<file path="src/rtl/midpoint_insert_lru_budget_cache_top_macros.svh">
// assertion macros for the cache block
`ifndef MIDPOINT_INSERT_LRU_BUDGET_CACHE_TOP_MACROS_SVH
`define MIDPOINT_INSERT_LRU_BUDGET_CACHE_TOP_MACROS_SVH
`ifndef NO_ASSERTIONS
`define MLC_ASSERT_IMP(label, clk, rst_n, a, c, msg) \
  label: assert property (@(posedge clk) disable iff (!rst_n) (a) |-> (c)) else $error(msg);
`define MLC_ASSERT_NXT(label, clk, rst_n, a, c, msg) \
  label: assert property (@(posedge clk) disable iff (!rst_n) (a) |=> (c)) else $error(msg);
`else
`define MLC_ASSERT_IMP(label, clk, rst_n, a, c, msg)
`define MLC_ASSERT_NXT(label, clk, rst_n, a, c, msg)
`endif
`endif

</file>
<file path="src/rtl/mlc_pkg.sv">
package mlc_pkg;
  localparam int KeyW  = 33;
  localparam int SizeW = 29;
  localparam int TotW  = 34;
  localparam logic [31:0] BudgetRst = 32'd16777216;

  typedef enum logic [1:0] {
    KIND_EVICT   = 2'd0,
    KIND_HIT     = 2'd1,
    KIND_MISS    = 2'd2,
    KIND_REFRESH = 2'd3
  } kind_t;

  typedef enum logic [1:0] {
    FMT_RGBA = 2'd0,
    FMT_RGB  = 2'd1,
    FMT_ETC  = 2'd2
  } fmt_t;

  typedef enum logic [3:0] {
    ST_IDLE, ST_SRCH, ST_SHIFT_RD, ST_SHIFT_WR, ST_PUT,
    ST_EVICT_RD, ST_EVICT_EM, ST_FINAL, ST_OUT
  } state_t;
endpackage

</file>
<file path="src/rtl/mlc_ram.sv">
module mlc_ram #(
  parameter int WIDTH = 8,
  parameter int DEPTH = 32
) (
  input  logic                     clk,
  input  logic                     we,
  input  logic [$clog2(DEPTH)-1:0] waddr,
  input  logic [WIDTH-1:0]         wdata,
  input  logic [$clog2(DEPTH)-1:0] raddr,
  output logic [WIDTH-1:0]         rdata
);
  logic [WIDTH-1:0] mem [DEPTH];

  always_ff @(posedge clk) begin
    if (we) mem[waddr] <= wdata;
    rdata <= mem[raddr];
  end
endmodule

</file>
<file path="src/rtl/mlc_size.sv">
module mlc_size (
  input  logic        clk,
  input  logic        en,
  input  logic [1:0]  fmt,
  input  logic [13:0] w,
  input  logic [13:0] h,
  output logic [mlc_pkg::SizeW-1:0] size_r
);
  logic [13:0] cw, ch;
  logic [27:0] p;
  logic [mlc_pkg::SizeW-1:0] size_nxt;

  always_comb begin
    cw = (w > 14'd8192) ? 14'd8192 : w;
    ch = (h > 14'd8192) ? 14'd8192 : h;
    p  = cw * ch;
    case (fmt)
      mlc_pkg::FMT_RGBA: size_nxt = {1'b0, p} << 2;
      mlc_pkg::FMT_RGB:  size_nxt = {1'b0, p} + {p[27:0], 1'b0};
      mlc_pkg::FMT_ETC:  size_nxt = {2'b0, p[27:1]};
      default:           size_nxt = '0;
    endcase
  end

  // p*4 fits 29 bits since p <= 2^26
  always_ff @(posedge clk) begin
    if (en) size_r <= size_nxt;
  end
endmodule

</file>
<file path="src/rtl/midpoint_insert_lru_budget_cache_top.sv">
// one request at a time: the key list sits in a one-port-read ram and is
// scanned one slot a cycle, then moved one slot at a time, each move a read
// state then a write state; a request emits one word per eviction and a
// final word, each held until out_ready is seen.
`include "midpoint_insert_lru_budget_cache_top_macros.svh"
module midpoint_insert_lru_budget_cache_top #(
  parameter int ENTRIES = 32
) (
  input  logic        clk,
  input  logic        rst_n,
  input  logic        cfg_we,
  input  logic [31:0] cfg_wdata,
  input  logic        in_valid,
  output logic        in_ready,
  input  logic [31:0] in_resource_key,
  input  logic        in_source_kind,
  input  logic        in_refresh,
  input  logic [1:0]  in_pixel_format,
  input  logic [13:0] in_tex_width,
  input  logic [13:0] in_tex_height,
  output logic        out_valid,
  input  logic        out_ready,
  output logic [1:0]  out_result_kind,
  output logic [31:0] out_entry_key,
  output logic        out_entry_source,
  output logic [5:0]  out_position,
  output logic        out_resident,
  output logic [32:0] out_bytes_used,
  output logic        out_last
);
  localparam int AW = $clog2(ENTRIES);
  localparam int CW = $clog2(ENTRIES + 1);
  localparam logic [CW-1:0] FULL = CW'(ENTRIES);
  localparam int TW = mlc_pkg::TotW;
  localparam int KW = mlc_pkg::KeyW;
  localparam int SW = mlc_pkg::SizeW;

  mlc_pkg::state_t st_r, st_nxt, ret_r, ret_nxt;
  logic [31:0] budget_r;
  logic [CW-1:0] cnt_r, cnt_nxt, i_r, i_nxt, j_r, j_nxt;
  logic [TW-1:0] tot_r, tot_nxt;
  logic [KW-1:0] key_r;
  logic refresh_r, hit_r, hit_nxt;
  logic [SW-1:0] sz;
  logic [SW-1:0] hsz_r, hsz_nxt;

  logic k_we, s_we;
  logic [AW-1:0] waddr, raddr;
  logic [KW-1:0] kw, krd;
  logic [SW-1:0] sw, srd;

  logic [1:0] o_kind_r, o_kind_nxt;
  logic [KW-1:0] o_key_r, o_key_nxt;
  logic [5:0] o_pos_r, o_pos_nxt;
  logic o_res_r, o_res_nxt, o_last_r, o_last_nxt;
  logic [TW-1:0] o_tot_r, o_tot_nxt;
  logic rd_ok_r, rd_ok_nxt;

  mlc_size u_size (.clk(clk), .en(in_valid && in_ready), .fmt(in_pixel_format),
                   .w(in_tex_width), .h(in_tex_height), .size_r(sz));
  mlc_ram #(.WIDTH(KW), .DEPTH(ENTRIES)) u_keys (.clk(clk), .we(k_we),
    .waddr(waddr), .wdata(kw), .raddr(raddr), .rdata(krd));
  mlc_ram #(.WIDTH(SW), .DEPTH(ENTRIES)) u_sizes (.clk(clk), .we(s_we),
    .waddr(waddr), .wdata(sw), .raddr(raddr), .rdata(srd));

  assign in_ready = (st_r == mlc_pkg::ST_IDLE);
  assign out_valid = (st_r == mlc_pkg::ST_OUT);
  assign out_result_kind = o_kind_r;
  assign out_entry_key = o_key_r[31:0];
  assign out_entry_source = o_key_r[32];
  assign out_position = o_pos_r;
  assign out_resident = o_res_r;
  assign out_bytes_used = o_tot_r[TW-1] ? {33{1'b1}} : o_tot_r[32:0];
  assign out_last = o_last_r;

  // read address follows the scan index
  always_comb begin
    raddr = i_nxt[AW-1:0] - AW'(1);
  end

  always_comb begin
    st_nxt = st_r; ret_nxt = ret_r; cnt_nxt = cnt_r; i_nxt = i_r; j_nxt = j_r;
    tot_nxt = tot_r; hit_nxt = hit_r; hsz_nxt = hsz_r;
    rd_ok_nxt = 1'b0;
    k_we = 1'b0; s_we = 1'b0; waddr = i_r[AW-1:0]; kw = krd; sw = srd;
    o_kind_nxt = o_kind_r; o_key_nxt = o_key_r; o_pos_nxt = o_pos_r;
    o_res_nxt = o_res_r; o_last_nxt = o_last_r; o_tot_nxt = o_tot_r;
    case (st_r)
      mlc_pkg::ST_IDLE: begin
        if (in_valid) begin
          st_nxt = mlc_pkg::ST_SRCH; i_nxt = '0; hit_nxt = 1'b0;
        end
      end
      mlc_pkg::ST_SRCH: begin
        // rd_ok_r marks that krd holds slot i_r-1
        if (rd_ok_r && krd == key_r) begin
          hit_nxt = 1'b1; hsz_nxt = srd; j_nxt = '0;
          i_nxt = i_r - CW'(1);
          st_nxt = (i_r == CW'(1)) ? mlc_pkg::ST_PUT : mlc_pkg::ST_SHIFT_RD;
        end else if (i_r >= cnt_r) begin
          if (cnt_r == FULL) begin
            i_nxt = cnt_r; ret_nxt = mlc_pkg::ST_SHIFT_RD;
            st_nxt = mlc_pkg::ST_EVICT_RD;
          end else begin
            j_nxt = cnt_r >> 1; i_nxt = cnt_r;
            st_nxt = (cnt_r == j_nxt) ? mlc_pkg::ST_PUT : mlc_pkg::ST_SHIFT_RD;
          end
        end else begin
          i_nxt = i_r + CW'(1); rd_ok_nxt = 1'b1;
        end
      end
      mlc_pkg::ST_SHIFT_RD: begin
        if (ret_r == mlc_pkg::ST_SHIFT_RD && !hit_r && j_r != (cnt_r >> 1)) begin
          j_nxt = cnt_r >> 1; i_nxt = cnt_r;
        end
        st_nxt = mlc_pkg::ST_SHIFT_WR;
        if (!hit_r && i_r == (cnt_r >> 1) && cnt_r != FULL) st_nxt = mlc_pkg::ST_PUT;
      end
      mlc_pkg::ST_SHIFT_WR: begin
        // slot i gets slot i-1
        k_we = 1'b1; s_we = 1'b1;
        i_nxt = i_r - CW'(1);
        st_nxt = (i_nxt == j_r) ? mlc_pkg::ST_PUT : mlc_pkg::ST_SHIFT_RD;
      end
      mlc_pkg::ST_PUT: begin
        k_we = 1'b1; s_we = 1'b1; waddr = j_r[AW-1:0]; kw = key_r;
        o_key_nxt = key_r; o_last_nxt = 1'b1; ret_nxt = mlc_pkg::ST_IDLE;
        if (hit_r) begin
          sw = refresh_r ? sz : hsz_r;
          tot_nxt = refresh_r ? tot_r - TW'(hsz_r) + TW'(sz) : tot_r;
          o_kind_nxt = refresh_r ? mlc_pkg::KIND_REFRESH : mlc_pkg::KIND_HIT;
          o_pos_nxt = '0; o_res_nxt = 1'b1; o_tot_nxt = tot_nxt;
          st_nxt = mlc_pkg::ST_OUT;
        end else begin
          sw = sz; tot_nxt = tot_r + TW'(sz); cnt_nxt = cnt_r + CW'(1);
          st_nxt = mlc_pkg::ST_FINAL;
        end
      end
      mlc_pkg::ST_FINAL: begin
        if (tot_r > TW'(budget_r) && cnt_r != '0) begin
          i_nxt = cnt_r; ret_nxt = mlc_pkg::ST_FINAL;
          st_nxt = mlc_pkg::ST_EVICT_RD;
        end else begin
          o_kind_nxt = mlc_pkg::KIND_MISS; o_key_nxt = key_r; o_last_nxt = 1'b1;
          o_res_nxt = (j_r < cnt_r);
          o_pos_nxt = (j_r < cnt_r) ? 6'(j_r) : 6'd0;
          o_tot_nxt = tot_r; ret_nxt = mlc_pkg::ST_IDLE;
          st_nxt = mlc_pkg::ST_OUT;
        end
      end
      mlc_pkg::ST_EVICT_RD: st_nxt = mlc_pkg::ST_EVICT_EM;
      mlc_pkg::ST_EVICT_EM: begin
        cnt_nxt = cnt_r - CW'(1); tot_nxt = tot_r - TW'(srd);
        o_kind_nxt = mlc_pkg::KIND_EVICT; o_key_nxt = krd;
        o_pos_nxt = 6'(cnt_nxt); o_res_nxt = 1'b0; o_last_nxt = 1'b0;
        o_tot_nxt = tot_nxt; st_nxt = mlc_pkg::ST_OUT;
        if (ret_r == mlc_pkg::ST_SHIFT_RD) begin
          j_nxt = cnt_nxt >> 1; i_nxt = cnt_nxt;
          ret_nxt = mlc_pkg::ST_PUT;
        end
      end
      mlc_pkg::ST_OUT: begin
        if (out_ready) begin
          if (o_last_r) st_nxt = mlc_pkg::ST_IDLE;
          else if (ret_r == mlc_pkg::ST_PUT) begin
            st_nxt = (i_r == j_r) ? mlc_pkg::ST_PUT : mlc_pkg::ST_SHIFT_RD;
          end else st_nxt = mlc_pkg::ST_FINAL;
        end
      end
      default: st_nxt = mlc_pkg::ST_IDLE;
    endcase
  end

  always_ff @(posedge clk) begin
    if (!rst_n) begin
      st_r <= mlc_pkg::ST_IDLE; ret_r <= mlc_pkg::ST_IDLE;
      cnt_r <= '0; tot_r <= '0; budget_r <= mlc_pkg::BudgetRst;
      rd_ok_r <= 1'b0; hit_r <= 1'b0;
    end else begin
      st_r <= st_nxt; ret_r <= ret_nxt; cnt_r <= cnt_nxt; tot_r <= tot_nxt;
      rd_ok_r <= rd_ok_nxt; hit_r <= hit_nxt;
      if (cfg_we) budget_r <= cfg_wdata;
    end
  end

  always_ff @(posedge clk) begin
    i_r <= i_nxt; j_r <= j_nxt; hsz_r <= hsz_nxt;
    o_kind_r <= o_kind_nxt; o_key_r <= o_key_nxt; o_pos_r <= o_pos_nxt;
    o_res_r <= o_res_nxt; o_last_r <= o_last_nxt; o_tot_r <= o_tot_nxt;
    if (in_valid && in_ready) begin
      key_r <= {in_source_kind, in_resource_key};
      refresh_r <= in_refresh;
    end
  end

  `MLC_ASSERT_IMP(a_cnt_max, clk, rst_n, 1'b1, cnt_r <= FULL, "entry count above depth")
  `MLC_ASSERT_IMP(a_busy, clk, rst_n, out_valid, !in_ready, "input taken while word pending")
  `MLC_ASSERT_NXT(a_hold, clk, rst_n, out_valid && !out_ready,
                  out_valid && $stable(o_key_r), "output word dropped")
endmodule

</file>
<file path="config.mk">
export PLATFORM = sky130hd
export DESIGN_NAME = midpoint_insert_lru_budget_cache_top
export DESIGN_NICKNAME = d
export VERILOG_FILES = /design/src/rtl/mlc_pkg.sv /design/src/rtl/mlc_ram.sv /design/src/rtl/mlc_size.sv /design/src/rtl/midpoint_insert_lru_budget_cache_top.sv
export VERILOG_INCLUDE_DIRS = /design/src /design/src/rtl
export SDC_FILE = /design/constraint.sdc
export NUM_CORES = 2
export LEC_CHECK = 0
export BUFFER_PORTS_ARGS = -buffer_cell sky130_fd_sc_hd__buf_2
export CORE_UTILIZATION = 68
export CTS_CLUSTER_DIAMETER = 30
export DETAILED_ROUTE_END_ITERATION = 7
export GPL_TIMING_DRIVEN = 0
export PLACE_DENSITY = 0.95
export SLEW_MARGIN = 20
export SYNTH_ARGS = -nofsm -noshare
export SYNTH_HDL_FRONTEND = slang
export SYNTH_SLANG_ARGS = --single-unit
export TNS_END_PERCENT = 10
</file>
<file path="constraint.sdc">
create_clock -name clk -period 16.9 [get_ports clk]
set_input_delay 1.69 -clock clk [delete_from_list [all_inputs] [get_ports clk]]
set_output_delay 1.69 -clock clk [all_outputs]
set_load 0.02 [all_outputs]
</file>
==> results of run 1 <==
[cell usage after synthesis, types with 67 or more instances]
library cell	count
a2111oi_0	133
a211oi_1	188
a21o_1	80
a21oi_1	227
and3_1	277
buf_2	67
clkbuf_1	268
dfxtp_1	148
edfxtp_1	2159
fa_1	173
ha_1	274
inv_1	423
mux2i_1	69
mux4_2	496
nand2_1	455
nor2_1	317
nor4_1	84
o21ai_0	147
xnor2_1	118
xor2_1	67
[cells by family after synthesis]
group	after synthesis
adder cells (fa/ha/maj)	447
AO/OA/AOI/OAI	1035
flip-flops	2307
buffers and inverters	803
multiplexers	568
XOR/XNOR	186
AND/OR/NAND/NOR	1455
[routing by layer]
layer	GRT overflow	global-route usage (%)
met5	0	32.94
met3	0	53.03
met2	3	86.11
met4	6	67.56
met1	0	70.76
[metrics by stage]
| step | instances | hold WS [ps] | worst slack, ps | utilization, % |
|---|---|---|---|---|
| after floorplan | 6801 | 408.2 | 7290 | - |
| after global placement | 9021 | 415.4 | 4862 | 70.74 |
| after detailed placement | 9147 | 414.8 | 5526 | 72.91 |
| after CTS | 9851 | 455.5 | 5504 | 81.48 |
==> run summary, run 1 <==
Root Driver -> clkbuf_16
post-synthesis cell count -> 6801
ranking of synthesized cells by area -> edfxtp_1 61%, mux4_2 11%, fa_1 3.3%
vias in the first global route -> 88882
PostCTS Resize Cnt -> 0
post-synth top area share -> 61.36%
Post-synth EDFFs -> 2159
syn_nets -> 7349
post-synthesis mux area share -> 11.26%
gpl congestion -> 0.9674
clk sink count -> 2307
status -> aborted with a tool error
xor/xnor share of the synthesized area -> 1.549%
leading area contributor after synthesis -> edfxtp_1
Post-Synth Simple-Gate Area -> 6.699%
flops & latches, synth -> 2307
Clock Path Buffers -> 4
register area share after synthesis -> 64.16%
Main synth FF type -> edfxtp_1
Netlist cell types -> 77
Failed at -> global routing (5_1_grt)
GRT Total Usage -> 69.74%
Starting Density -> 68.51%
largest family of logic cells by synthesized area -> multiplexers
die height -> 396.2 um
post-synthesis adder-cell area fraction -> 6.522%
largest net degree at the start of global routing -> 51
GR Overflow Total -> 9
Ports -> 179
Mapped Area -> 105700 sq um
Compound-Gate Fraction of Synth Area -> 6.735%
# port buffers -> 176
hpwl dp -> 261400 um
postcts setup bufs -> 0
die width -> 396.2 um
Stop Error -> [ERROR GRT-0116] Global routing finished with congestion. Check the congestion regions in the DRC Viewer.
Syn Area/Cell -> 15.54 sq um
Std-Cell Rows -> 144
Yosys warning total -> 0
Placed Area -> 112400 sq um
total CTS buffers -> 389
first-pass GRT wire length -> 740300 um
H-tree Lvls -> 5
hold buffer count at cts -> 0
FFs w/ async S/R, synth -> 0%
==> inputs of run 2 (changes only) <==
- CORE_UTILIZATION: 68 -> 40
- CTS_CLUSTER_DIAMETER: 30 -> default
- PLACE_DENSITY: 0.95 -> default
- PLACE_DENSITY_LB_ADDON: default -> 0.15
==> run 2 against run 1 <==
The flow now finishes without violations. Synthesized cell count unchanged. Synthesized area unchanged.
==> run summary, run 2 <==
status -> complete, no violations
Starting Density -> 40.25% (-28 points)
total CTS buffers -> 237 (-39%)
Data required, critical path -> 17450 ps
Slowest cell on crit path -> a211oi_1
GR Overflow Total -> 0
Worst-path clk slew -> 60 ps
Place WS -> 5210 ps (-316.4 ps)
most frequent cells in the layout -> 2159 x edfxtp_1, 496 x mux4_2, 443 x nand2_1
worst-case reg-to-reg path depth -> 23
type of the worst min-delay path -> reg -> reg
Clock Path Buffers -> 3 (-1)
post-synthesis cell count -> 6801 (unchanged)
reg2reg setup slack -> 6350 ps
hpwl dp -> 237600 um (-9.1%)
Iter 0 DRT Violations -> 6205
post-synthesis adder-cell area fraction -> 6.522% (unchanged)
Vias -> 63073
crit path from -> in_tex_height[6]
crit path kind -> in -> reg
register area share after synthesis -> 64.16% (unchanged)
xor/xnor share of the synthesized area -> 1.549% (unchanged)
Final Non-Filler Cells -> 11107
DRC viols -> 0
Die Area -> 266200 sq um
CP startpoint kind -> input pin
Synth top cells by count -> 2159 x edfxtp_1, 496 x mux4_2, 455 x nand2_1
Root Driver -> clkbuf_16
Ports -> 179 (unchanged)
Most flops, register -> u_keys.mem
Worst Tran Pin Value -> 1239 ps
placed insts -> 10653 (+16%)
Critical R2R Launch -> tot_r[32]
gpl congestion -> 0.8866 (-8.4%)
postcts setup bufs -> 0 (unchanged)
die width -> 516.0 um (+30%)
H-tree Lvls -> 4 (-1)
Worst path most repeated cell -> fa_1
Netlist cell types -> 77 (unchanged)
Final min period -> 11000 ps
Yosys warning total -> 0 (unchanged)
Main synth FF type -> edfxtp_1
commonest non-fill, non-tap cell in the layout -> edfxtp_1
setup TNS -> 0 ps
Syn Area/Cell -> 15.54 sq um (unchanged)
crit path to -> u_size.size_r[27]
fin. max-slew vios -> 0
WP data arrival -> 11550 ps
initial antenna violation count -> 15
Via density -> 5.679
flops & latches, synth -> 2307 (unchanged)
first-pass GRT wire length -> 460300 um
PostCTS Resize Cnt -> 0 (unchanged)
core area -> 262500 sq um
Clock Latency Late Sink -> 920 ps
Mapped Area -> 105700 sq um (unchanged)
Post-DRT Antenna Nets -> 0
post-synthesis mux area share -> 11.26% (unchanged)
Max Cap Viol -> 0
max reg flops -> 1056
capturing point of the worst reg2reg path -> u_keys.rdata[28]
Compound-Gate Fraction of Synth Area -> 6.735% (unchanged)
Final setup viols -> 0
endpoints failing hold -> 0
Final period util -> 65.09%
Post-Synth Simple-Gate Area -> 6.699% (unchanged)
unrepaired setup endpoints after global routing -> no
fin util -> 46.91%
worst setup margin -> 5901 ps
aggregate routed wire length -> 320600 um
largest net degree at the start of global routing -> 34
Area Growth Syn to Fin -> 16.54%
Std-Cell Rows -> 188 (+31%)
syn_nets -> 7349 (unchanged)
Crit Path Max Fanout -> 10
largest family of logic cells by synthesized area -> multiplexers
leading area contributor after synthesis -> edfxtp_1
CP Capture Type -> register
post-synth top area share -> 61.36% (unchanged)
CTS tree -> built
hold buffer count at cts -> 0 (unchanged)
# port buffers -> 176 (unchanged)
fill count -> 22851
average routed wire per standard cell -> 28.87 um
crit-path max cell delay -> 640 ps
vias in the first global route -> 63986
GRT Total Usage -> 24.09%
die height -> 516.0 um (+30%)
DR pass1 iterations -> 6
biggest regs -> u_keys.mem (1056), u_sizes.mem (928)
Post-synth EDFFs -> 2159 (unchanged)
FMAX -> 90.91 MHz
FFs w/ async S/R, synth -> 0% (unchanged)
Max-slew headroom -> 17.39%
layout cells sized above 1 -> 19.18%
ranking of synthesized cells by area -> edfxtp_1 61%, mux4_2 11%, fa_1 3.3%
clk sink count -> 2307 (unchanged)
cell with the most instances after synthesis -> edfxtp_1
Clock Skew -> 113.6 ps
fin nets -> 7925
==> run 2: cell counts after synthesis <==
No cell type changed its count.
==> run 2: worst min-delay path by stage <==
stage,from,endpoint,depth (start not counted)
after floorplan,u_sizes.rdata[10],hsz_r[10],0
after global placement,u_sizes.rdata[19],hsz_r[19],0
after detailed placement,u_sizes.rdata[19],hsz_r[19],0
after CTS,u_sizes.rdata[19],hsz_r[19],0
after global routing,u_sizes.rdata[19],hsz_r[19],0
final,u_sizes.rdata[19],hsz_r[19],0
==> run 2: per-stage QoR <==
| stage | cell area, sq um | hold slack (ps) |
|---|---|---|
| after detailed placement | 115200 | 414.0 |
| after global placement | 110900 | 414.4 |
| final | 123100 | 400.9 |
| after global routing | 123100 | 412.9 |
| after floorplan | 105700 | 408.2 |
| after CTS | 123100 | 401.7 |
==> run 2: cell type report <==
type / instances / area [sq um] / area share (%)
well taps: 3515 / 4398 / 3.572
inverters: 427 / 1603 / 1.302
flip-flops and latches: 2307 / 67800 / 55.06
multi-input cells: 3691 / 35340 / 28.70
clock buffers: 294 / 6319 / 5.131
plain buffers: 376 / 1679 / 1.364
repair buffers: 337 / 4438 / 3.604
clock inverters: 155 / 1554 / 1.262
diodes: 5 / 12.51 / 0.01016
==> run 2: worst max-delay path: cells and delay by family <==
| kind | cells | cell delay [ps] |
|---|---|---|
| adder cells (fa/ha/maj) | 8 | 3540 |
| AO/OA/AOI/OAI | 8 | 2750 |
| AND/OR/NAND/NOR | 13 | 2680 |
| buffers and inverters | 6 | 710 |
| XOR/XNOR | 1 | 150 |
==> run 2: cell families after synthesis <==
| group | count (synthesis) |
|---|---|
| compound gates | 1035 |
| xor+xnor | 186 |
| fa+ha+maj | 447 |
| buf+inv | 803 |
| flops | 2307 |
| mux | 568 |
| simple gates | 1455 |
==> run 2: metal layers <==
metal / vias up / wire length, um / share of wire (%) / track usage [%]
li1: 27607 / - / - / -
met1: 32949 / 135900 / 42 / 32.75
met2: 2082 / 155900 / 49 / 40.20
met3: 429 / 20220 / 6.3 / 3.775
met4: 6 / 8541 / 2.7 / 6.341
met5: - / 37 / 0.012 / 0
Power of run 2 is not shown: default switching activity piles up to over one toggle a cycle in this logic, so the estimate is an artifact.
